### src/rtl/core/derp_pkg.sv
// shared types, codes and the head offset table of the error recovery sequencer
`timescale 1ns / 1ps
package derp_pkg;

	localparam int CYL_W   = 10;
	localparam int COUNT_W = 5;
	localparam int OFS_W   = 13;
	localparam int IDX_W   = 1;

	localparam logic [COUNT_W-1:0] RETRY_LIMIT_RST  = 5'd27;
	localparam logic [COUNT_W-1:0] OFFSET_START_RST = 5'd16;
	localparam logic [COUNT_W-1:0] COUNT_TOP        = 5'd31;
	localparam logic [2:0]         RECAL_SLOT       = 3'd4;
	localparam logic [OFS_W-1:0]   OFS_FMT          = 13'o10000;

	localparam logic [IDX_W-1:0] REG_RETRY_LIMIT  = 1'b0;
	localparam logic [IDX_W-1:0] REG_OFFSET_START = 1'b1;

	typedef enum logic [2:0] {
		ACT_ECC    = 3'd0,
		ACT_RECAL  = 3'd1,
		ACT_SEEK   = 3'd2,
		ACT_OFFSET = 3'd3,
		ACT_RETRY  = 3'd4,
		ACT_DONE   = 3'd5
	} action_t;

	// recalibration sequence position, one-hot
	typedef enum logic [3:0] {
		PH_NONE   = 4'b0001,
		PH_SEEK   = 4'b0010,
		PH_OFFSET = 4'b0100,
		PH_LAST   = 4'b1000
	} phase_t;

	typedef struct packed {
		logic             drive_error;
		logic             write_locked;
		logic             data_check;
		logic             ecc_hard;
		logic             is_read;
		logic             words_left_zero;
		logic [CYL_W-1:0] target_cylinder;
	} item_t;

	typedef struct packed {
		logic [2:0]         action;
		logic               clear_drive;
		logic               return_center;
		logic               failed;
		logic [OFS_W-1:0]   offset_value;
		logic [CYL_W-1:0]   seek_cylinder;
		logic [COUNT_W-1:0] error_count;
	} result_t;

	typedef struct packed {
		logic [COUNT_W-1:0] count;
		phase_t             phase;
		logic               fail_mark;
	} recovery_state_t;

	function automatic logic [OFS_W-1:0] offset_lookup(input logic [3:0] idx);
		logic [OFS_W-1:0] v;
		unique case (idx)
			4'd0, 4'd2:   v = 13'o0020;
			4'd1, 4'd3:   v = 13'o0220;
			4'd4, 4'd6:   v = 13'o0040;
			4'd5, 4'd7:   v = 13'o0240;
			4'd8, 4'd10:  v = 13'o0060;
			4'd9, 4'd11:  v = 13'o0260;
			default:      v = '0;
		endcase
		return v;
	endfunction

endpackage

### src/rtl/core/derp_decide.sv
// next-command decision for one completion interrupt
`timescale 1ns / 1ps
module derp_decide import derp_pkg::*; (
	input  item_t                 item,
	input  recovery_state_t       cur,
	input  logic [COUNT_W-1:0]    retry_limit,
	input  logic [COUNT_W-1:0]    offset_start,
	output result_t               result,
	output recovery_state_t       nxt
);

	logic [COUNT_W:0]   inc;
	logic [COUNT_W-1:0] cnt;
	logic               fmark;
	logic               active;
	logic               decided;
	action_t            act;
	phase_t             phase;
	logic               rtc;
	logic               fail_out;
	logic [OFS_W-1:0]   ofs;
	logic [CYL_W-1:0]   seek;
	logic               past_start;

	always_comb begin
		inc      = {1'b0, cur.count} + {{COUNT_W{1'b0}}, 1'b1};
		cnt      = cur.count;
		fmark    = cur.fail_mark;
		phase    = cur.phase;
		active   = 1'b1;
		decided  = 1'b0;
		act      = ACT_RETRY;
		rtc      = 1'b0;
		fail_out = 1'b0;
		ofs      = '0;
		seek     = '0;

		if (item.drive_error) begin
			if (item.write_locked) begin
				fmark = 1'b1;
			end else begin
				// saturate the stored count, compare the full sum
				cnt = inc[COUNT_W] ? COUNT_TOP : inc[COUNT_W-1:0];
				if (inc > {1'b0, retry_limit}) begin
					fmark = 1'b1;
				end else begin
					active = 1'b0;
					if (item.data_check && !item.ecc_hard) begin
						active = 1'b1;
						if (!item.words_left_zero) begin
							act     = ACT_ECC;
							decided = 1'b1;
						end
					end
				end
			end
			if (!decided && cnt[2:0] == RECAL_SLOT && !active) begin
				act     = ACT_RECAL;
				phase   = PH_SEEK;
				decided = 1'b1;
			end
		end

		past_start = cnt >= offset_start;

		if (!decided) begin
			unique case (cur.phase)
				PH_SEEK: begin
					act     = ACT_SEEK;
					seek    = item.target_cylinder;
					phase   = PH_OFFSET;
					decided = 1'b1;
				end
				PH_OFFSET: begin
					if (past_start && item.is_read) begin
						act     = ACT_OFFSET;
						ofs     = offset_lookup(cnt[3:0]) | OFS_FMT;
						phase   = PH_LAST;
						decided = 1'b1;
					end else begin
						phase  = PH_NONE;
						active = 1'b0;
					end
				end
				PH_LAST: begin
					phase  = PH_NONE;
					active = 1'b0;
				end
				default: begin
				end
			endcase
		end

		if (!decided) begin
			if (active) begin
				act      = ACT_DONE;
				rtc      = past_start;
				fail_out = fmark;
				cnt      = '0;
				fmark    = 1'b0;
			end else begin
				act = ACT_RETRY;
			end
		end
	end

	always_comb begin
		result.action        = act;
		result.clear_drive   = item.drive_error;
		result.return_center = rtc;
		result.failed        = fail_out;
		result.offset_value  = ofs;
		result.seek_cylinder = seek;
		result.error_count   = cnt;
		nxt.count            = cnt;
		nxt.phase            = phase;
		nxt.fail_mark        = fmark;
	end

endmodule

### src/rtl/core/disk_error_recovery_sequencer.sv
// Disk error recovery sequencer: one completion interrupt in, one next command out.
// Interrupt items arrive on item/item_valid; a transfer happens at a clock edge with
// item_valid high and item_stall low. Commands leave on result/result_valid and
// transfer at an edge with result_valid high and result_stall low.
// Each item is captured in an input register, decided by a short block of compare
// and table logic, and written to the result register together with the retry
// counter, recalibration phase and failure mark, so results appear in input order.
// Path: an item that transfers enters the input register, moves to the result register
// when that is empty or its command leaves, and its command can transfer from there.
// Throughput: one item per cycle while the receiver does not stall.
// When result_stall is held the result register keeps its command, the input
// register holds one more item and item_stall rises once both are full.
// Configuration: cfg_index 0 writes retry_limit, 1 writes offset_start; cfg_ready
// is always high and writes take effect at once. Write only while no item is in
// flight.
// Reset (arst_n low) empties both registers, clears the counter, phase and failure
// mark, and restores retry_limit to 27 and offset_start to 16.
`timescale 1ns / 1ps
module disk_error_recovery_sequencer import derp_pkg::*; (
	input  logic               clk,
	input  logic               arst_n,
	input  logic               item_valid,
	output logic               item_stall,
	input  item_t              item,
	output logic               result_valid,
	input  logic               result_stall,
	output result_t            result,
	input  logic               cfg_valid,
	output logic               cfg_ready,
	input  logic [IDX_W-1:0]   cfg_index,
	input  logic [COUNT_W-1:0] cfg_data
);

	logic               valid_s1;
	item_t              item_s1;
	logic               valid_s2;
	result_t            result_s2;
	recovery_state_t    state_q;
	recovery_state_t    state_nxt;
	result_t            result_nxt;
	logic [COUNT_W-1:0] retry_limit_q;
	logic [COUNT_W-1:0] offset_start_q;
	logic               advance;

	assign advance    = valid_s1 && (!valid_s2 || !result_stall);
	assign item_stall = valid_s1 && valid_s2 && result_stall;
	assign cfg_ready  = 1'b1;

	derp_decide u_decide (
		.item         (item_s1),
		.cur          (state_q),
		.retry_limit  (retry_limit_q),
		.offset_start (offset_start_q),
		.result       (result_nxt),
		.nxt          (state_nxt)
	);

	always_ff @(posedge clk or negedge arst_n) begin
		if (!arst_n) begin
			valid_s1 <= 1'b0;
		end else if (!item_stall) begin
			valid_s1 <= item_valid;
		end
	end

	always_ff @(posedge clk) begin
		if (!item_stall && item_valid) begin
			item_s1 <= item;
		end
	end

	always_ff @(posedge clk or negedge arst_n) begin
		if (!arst_n) begin
			valid_s2 <= 1'b0;
			state_q  <= '{count: '0, phase: PH_NONE, fail_mark: 1'b0};
		end else if (advance) begin
			valid_s2 <= 1'b1;
			state_q  <= state_nxt;
		end else if (!result_stall) begin
			valid_s2 <= 1'b0;
		end
	end

	always_ff @(posedge clk) begin
		if (advance) begin
			result_s2 <= result_nxt;
		end
	end

	always_ff @(posedge clk or negedge arst_n) begin
		if (!arst_n) begin
			retry_limit_q  <= RETRY_LIMIT_RST;
			offset_start_q <= OFFSET_START_RST;
		end else if (cfg_valid && cfg_ready) begin
			unique case (cfg_index)
				REG_RETRY_LIMIT:  retry_limit_q  <= cfg_data;
				REG_OFFSET_START: offset_start_q <= cfg_data;
				default: begin
				end
			endcase
		end
	end

	assign result_valid = valid_s2;
	assign result       = result_s2;

	// completion always leaves the counter cleared
	assert property (@(posedge clk) disable iff (!arst_n)
		result_valid && result.action == ACT_DONE |-> result.error_count == '0)
		else $error("completion left a nonzero retry count");

	// centre return and failure only ride on a completion
	assert property (@(posedge clk) disable iff (!arst_n)
		result_valid && result.action != ACT_DONE |-> !result.return_center && !result.failed)
		else $error("completion flags on a non-completion command");

	// an offset command always carries the offset format bit
	assert property (@(posedge clk) disable iff (!arst_n)
		result_valid && result.action == ACT_OFFSET |-> result.offset_value[OFS_W-1])
		else $error("offset command without format bit");

	// the decision state moves only when an item passes to the result register
	assert property (@(posedge clk) disable iff (!arst_n)
		!advance |=> $stable(state_q))
		else $error("recovery state changed without an item");

endmodule

### config.mk
export PLATFORM = sky130hd
export DESIGN_NAME = disk_error_recovery_sequencer
export DESIGN_NICKNAME = d
export VERILOG_FILES = /design/src/rtl/core/derp_pkg.sv /design/src/rtl/core/derp_decide.sv /design/src/rtl/core/disk_error_recovery_sequencer.sv
export SDC_FILE = /design/constraint.sdc
export NUM_CORES = 1
export LEC_CHECK = 0
export BUFFER_PORTS_ARGS = -buffer_cell sky130_fd_sc_hd__buf_2
export CAP_MARGIN = 20
export CORE_ASPECT_RATIO = 1.2
export CORE_MARGIN = 2
export CORE_UTILIZATION = 58
export CTS_BUF_LIST = sky130_fd_sc_hd__clkbuf_16
export CTS_CLUSTER_SIZE = 10
export DETAILED_ROUTE_END_ITERATION = 7
export PLACE_DENSITY = 0.85
export SLEW_MARGIN = 10
export SYNTH_ARGS = -nofsm -noshare
export SYNTH_HDL_FRONTEND = slang
export SYNTH_SLANG_ARGS = --single-unit
### constraint.sdc
create_clock -name clk -period 7.5 [get_ports clk]
set_clock_uncertainty 0.15 [all_clocks]
set_input_delay 1.5 -clock clk [delete_from_list [all_inputs] [get_ports clk]]
set_output_delay 1.5 -clock clk [all_outputs]
set_load 0.02 [all_outputs]
## Yosys cells after proc, flatten, opt, wreduce, memory -nomap -nowiden

Memory sizes are Yosys's and may differ from the RTL's.
Cells that the tools add are included.

| word-level totals | value |
|---|---|
| register bits | 72 |
| bits in read-only memories | 48 |
| input port bits | 27 |
| output and inout bits | 37 |
| word-level logic and storage cells | 105 |
| memories | 1 |

| cells by class | value |
|---|---|
| add/subtract/negate cells | 1 |
| magnitude comparators | 2 |
| equal/unequal tests | 5 |
| multiplexer cells | 48 |
| bitwise operators | 5 |
| reductions and logical operators | 21 |

Memories:

| name | words | width | read ports | clocked after memory_dff | write ports | line | source |
|---|---|---|---|---|---|---|---|
| (no name shown) | 16 | 3 | 1 | 0 | 0 | derp_pkg.sv:64 | `unique case (idx)` |

Operators with widths:

| operator | number |
|---|---|
| $mux 5 | 6 |
| $mux 3 | 9 |
| $mux 1 | 24 |
| $mux 4 | 4 |
| $mux 13 | 1 |
| $pmux 4 s3 | 1 |
| $logic_and 1x1->1 | 8 |
| $add 5x1->6 const B | 1 |
| $gt 6x5->1 | 1 |
| $logic_not 1->1 | 6 |
| $pmux 3 s2 | 1 |
| $reduce_or 2->1 | 3 |
| $ge 5x5->1 | 1 |
| $not 1->1 | 5 |
| $eq 4x2->1 const B | 1 |
| $eq 4x3->1 const B | 1 |
| $eq 4x4->1 const B | 1 |
| $pmux 1 s2 | 2 |
| $reduce_and 2->1 | 2 |
| $eq 3x3->1 const B | 1 |
| $reduce_or 3->1 | 1 |
| $ne 2x1->1 const B | 1 |
| $logic_or 1x1->1 | 1 |

## Depth between registers and ports, before layout

| depth | value |
|---|---|
| depth after elaboration | 15 |
| mapped depth | 12 |
| mapped depth without buffers | 11 |

## Hierarchy

Synthesis repeated with hierarchy kept, for this count alone.

| unflattened totals | value |
|---|---|
| cells, all modules | 254 |
| area, all modules | 3542.1 µm² |

By module, submodules not included:

| module | instances | cells each | area an instance (µm²) | seq. area each (µm²) |
|---|---|---|---|---|
| disk_error_recovery_sequencer | 1 | 103 | 2394.8 | 2059.5 |
| derp_decide | 1 | 151 | 1147.4 | 0.0 |

## Worst setup path before layout

No wires, ideal clock.

| timing | value |
|---|---|
| kind | input to output |
| start | in result_stall |
| end | out item_stall |
| data arrival time | 1.749 ns |
| required time | 5.850 ns |
| path slack | 4.101 ns |
| cell stages on the path | 2 |
| path buffers | 0 |
| path through | nand3_1 inv_1 |

| between the ends | value |
|---|---|
| longest elaborated chain between the ends | 1 |

RTL lines:

| item | line | source |
|---|---|---|
| start: declaration | disk_error_recovery_sequencer.sv:26 | `input logic result_stall,` |
| $logic_and 1x1->1 | disk_error_recovery_sequencer.sv:46 | `assign item_stall = valid_s1 && valid_s2 && result_stall;` |
| end: declaration | disk_error_recovery_sequencer.sv:23 | `output logic item_stall,` |

Every way passes these cells.

## Worst setup path in the final report

Ends and elaborated chain as after synthesis.

==> reports/qor.txt <==
TNS Setup -> 0 ns
Total Wirelength -> 4840 microns
drc violations -> 0
Max FO, Critical Path -> 3
Comb pwr share -> 0.098
register bit total from synthesis -> 63
Routed Antenna Nets -> 0
Post-CTS Setup Bufs -> 0
hpwl dp -> 3420 microns
Die Span Y -> 81.3 microns
Crit. End Element -> output port
# resized after CTS -> 0
Yosys warnings -> 0
Slew Limit Fails -> 0
DR vias -> 1,880
Hold Vio Cnt, Final -> 0
Num CTS Buffers -> 9
clock-pin slew on the worst setup and hold paths -> 0.05 ns
first-pass GRT wire length -> 7850 microns
Bufs on Longest Clock Path -> 2
CTS Root Cell -> clkbuf_16
Main synth FF type -> edfxtp_1
static leakage -> 1.59 nW
Post-Place Cells -> 337
CP max stage cell -> buf_2
Pre-Repair DR Iteration Count -> 4
Hold Path Class -> register to register
largest net degree at the start of global routing -> 35
# port buffers -> 53
die area -> 5560 sq um
wire length per cell -> 13.7 microns
Worst Tran Pin Value -> 0.688 ns
synth top area cells -> edfxtp_1 (43%), dfrtp_1 (14%), dfstp_2 (5.5%), ha_1 (4.8%), mux2_2 (4.3%)
VDD IR max -> 0.000220 V
layout net count -> 326
starting density of the core -> 0.593
CP Launch Type -> primary input
ANT cells -> 0
final design utilization -> 0.705
Tcrit/Tclk final -> 0.475
initial DRC count -> 158
global route total overflow -> 0
switch share -> 0.242
GPL Wtd Cong -> 0.859
area leader, netlist -> edfxtp_1
power per cell area -> 251 nW/um^2
layout cell share with drive strength beyond 1 -> 0.317
average cell area after synthesis -> 12.6 sq um
minimum clock period -> 3.56 ns
switching pwr -> 0.208 mW
synthesized area -> 2890 sq um
RSZ-0062 raised after global routing -> no
TritonCTS clock tree -> built
clock share of power -> 0.427
CTS Hold Bufs -> 0
fin cells -> 353
Die X -> 68.4 microns
number of synthesized flops with an enable pin -> 41
Worst Path Arrival -> 1.91 ns
Total GRT Usage -> 0.198
area delta synth->final -> 18.9%
vias in the first global route -> 1,747
Slew Limit Headroom -> 0.541
core footprint -> 4870 sq um
cell-by-cell trace of the critical path -> buf_2 -> nand3_1 -> inv_1 -> buf_2
share of the synthesized area in the top cell type -> 0.427
Ports -> 64
async set-reset flop share out of synthesis -> 0.349
final setup vio count -> 0
Sink Count -> 63
post-synthesis sequential area ratio -> 0.620
Synth cell types -> 44
most frequent cells after synthesis -> edfxtp_1 (41), dfrtp_1 (16), nand2_1 (16)
routed vias/inst -> 5.33
FMAX -> 0.281 GHz
Max Cap Viol -> 0
Reg power frac -> 0.476
count leader, synth -> edfxtp_1
std cell rows -> 28
critical path class -> primary input to output port
Synth Instances -> 229
later-pin clock latency in the skew report -> 0.32 ns
Internal -> 0.654 mW
antenna violations before repair -> 0
Worst Path Required -> 5.85 ns
Max stage delay on crit path -> 0.15 ns
htree depth -> 3
most used cell, CP -> buf_2
status -> completed
## per-layer routing
metal  wire (microns)  vias to the layer above  global-route usage
met5                0                        -                   0
met4              127                        0               0.108
met3              297                       12              0.0665
met2             2380                       65               0.292
met1             2030                      877               0.254
li1                 -                      926                   -
## power by group through the flow
stage	logic (mW)	registers, mW	clock network [mW]
4_1_cts	0.0853	0.410	0.374
5_1_grt	0.0949	0.412	0.393
3_5_place_dp	0.0846	0.417	0
6_report	0.0842	0.410	0.368
2_1_floorplan	0.0489	0.426	0
3_3_place_gp	0.0814	0.415	0
## layout make-up
cell class / count / area, sq um
multi-input cells: 145 / 966
repair buffers: 54 / 273
clock buffers: 9 / 225
well taps: 60 / 75.1
inverters: 15 / 56.3
clock inverters: 7 / 48.8
fillers: 342 / 1440
flip-flops and latches: 63 / 1790
## stage by stage
stage / hold slack [ns] / area [sq um] / setup WS (ns) / total power, mW
after CTS: 0.356 / 3430 / 3.93 / 0.869
after floorplan: 0.307 / 2920 / 4.10 / 0.475
after detailed placement: 0.346 / 3160 / 3.93 / 0.501
after global routing: 0.379 / 3430 / 3.91 / 0.900
after global placement: 0.323 / 3160 / 3.96 / 0.497
final: 0.356 / 3430 / 3.94 / 0.862
## cells in the final DEF, fill, tap and decap left out, drive strengths merged, types with 2 or more instances in the layout
master,n
xor2,3
ha,11
xnor2,2
clkbuf,9
inv,16
a31oi,3
nor2b,5
nand2b,6
o22ai,2
a21o,2
conb,10
and3,12
nand4,2
nand3,6
o21ai,13
edfxtp,41
dfrtp,16
dfstp,6
mux2,11
nor2,12
or3,2
nand2,16
a21oi,6
clkinv,5
buf,54
and2,5
o221ai,2
## logic make-up after synthesis
logic type / Yosys count / synth area share
other: 2 / 0.00260
XOR/XNOR: 5 / 0.0152
multiplexers: 11 / 0.0429
flip-flops: 63 / 0.620
buffers and inverters: 29 / 0.0559
adder cells (fa/ha/maj): 11 / 0.0477
AND/OR/NAND/NOR: 72 / 0.135
AO/OA/AOI/OAI: 36 / 0.0811
## worst paths after layout
path	start	endpoint	slack, ns	cells past startpoint
worst max-delay path	result_stall	item_stall	3.94	4
worst min-delay path	valid_s1	result_valid	0.36	1
worst max register to register	state_q[5]	result[31]	4.33	10
worst min register to register	valid_s1	result_valid	0.36	1
max in group asynchronous	arst_n	state_q[1]	5.85	1
min in group asynchronous	arst_n	state_q[9]	0.99	1
## critical path, delay by kind of cell
family,cells,cell delay [ns]
buf+inv,3,0.30
simple gates,1,0.11
## state kept, by name (all words and copies together) (netlist names)
register        cells
result             25
item_s1            16
retry_limit_q       5
state_q            10
valid_s1            1
result_valid        1
offset_start_q      5
Note: power is estimated with default switching activity, not from simulation.
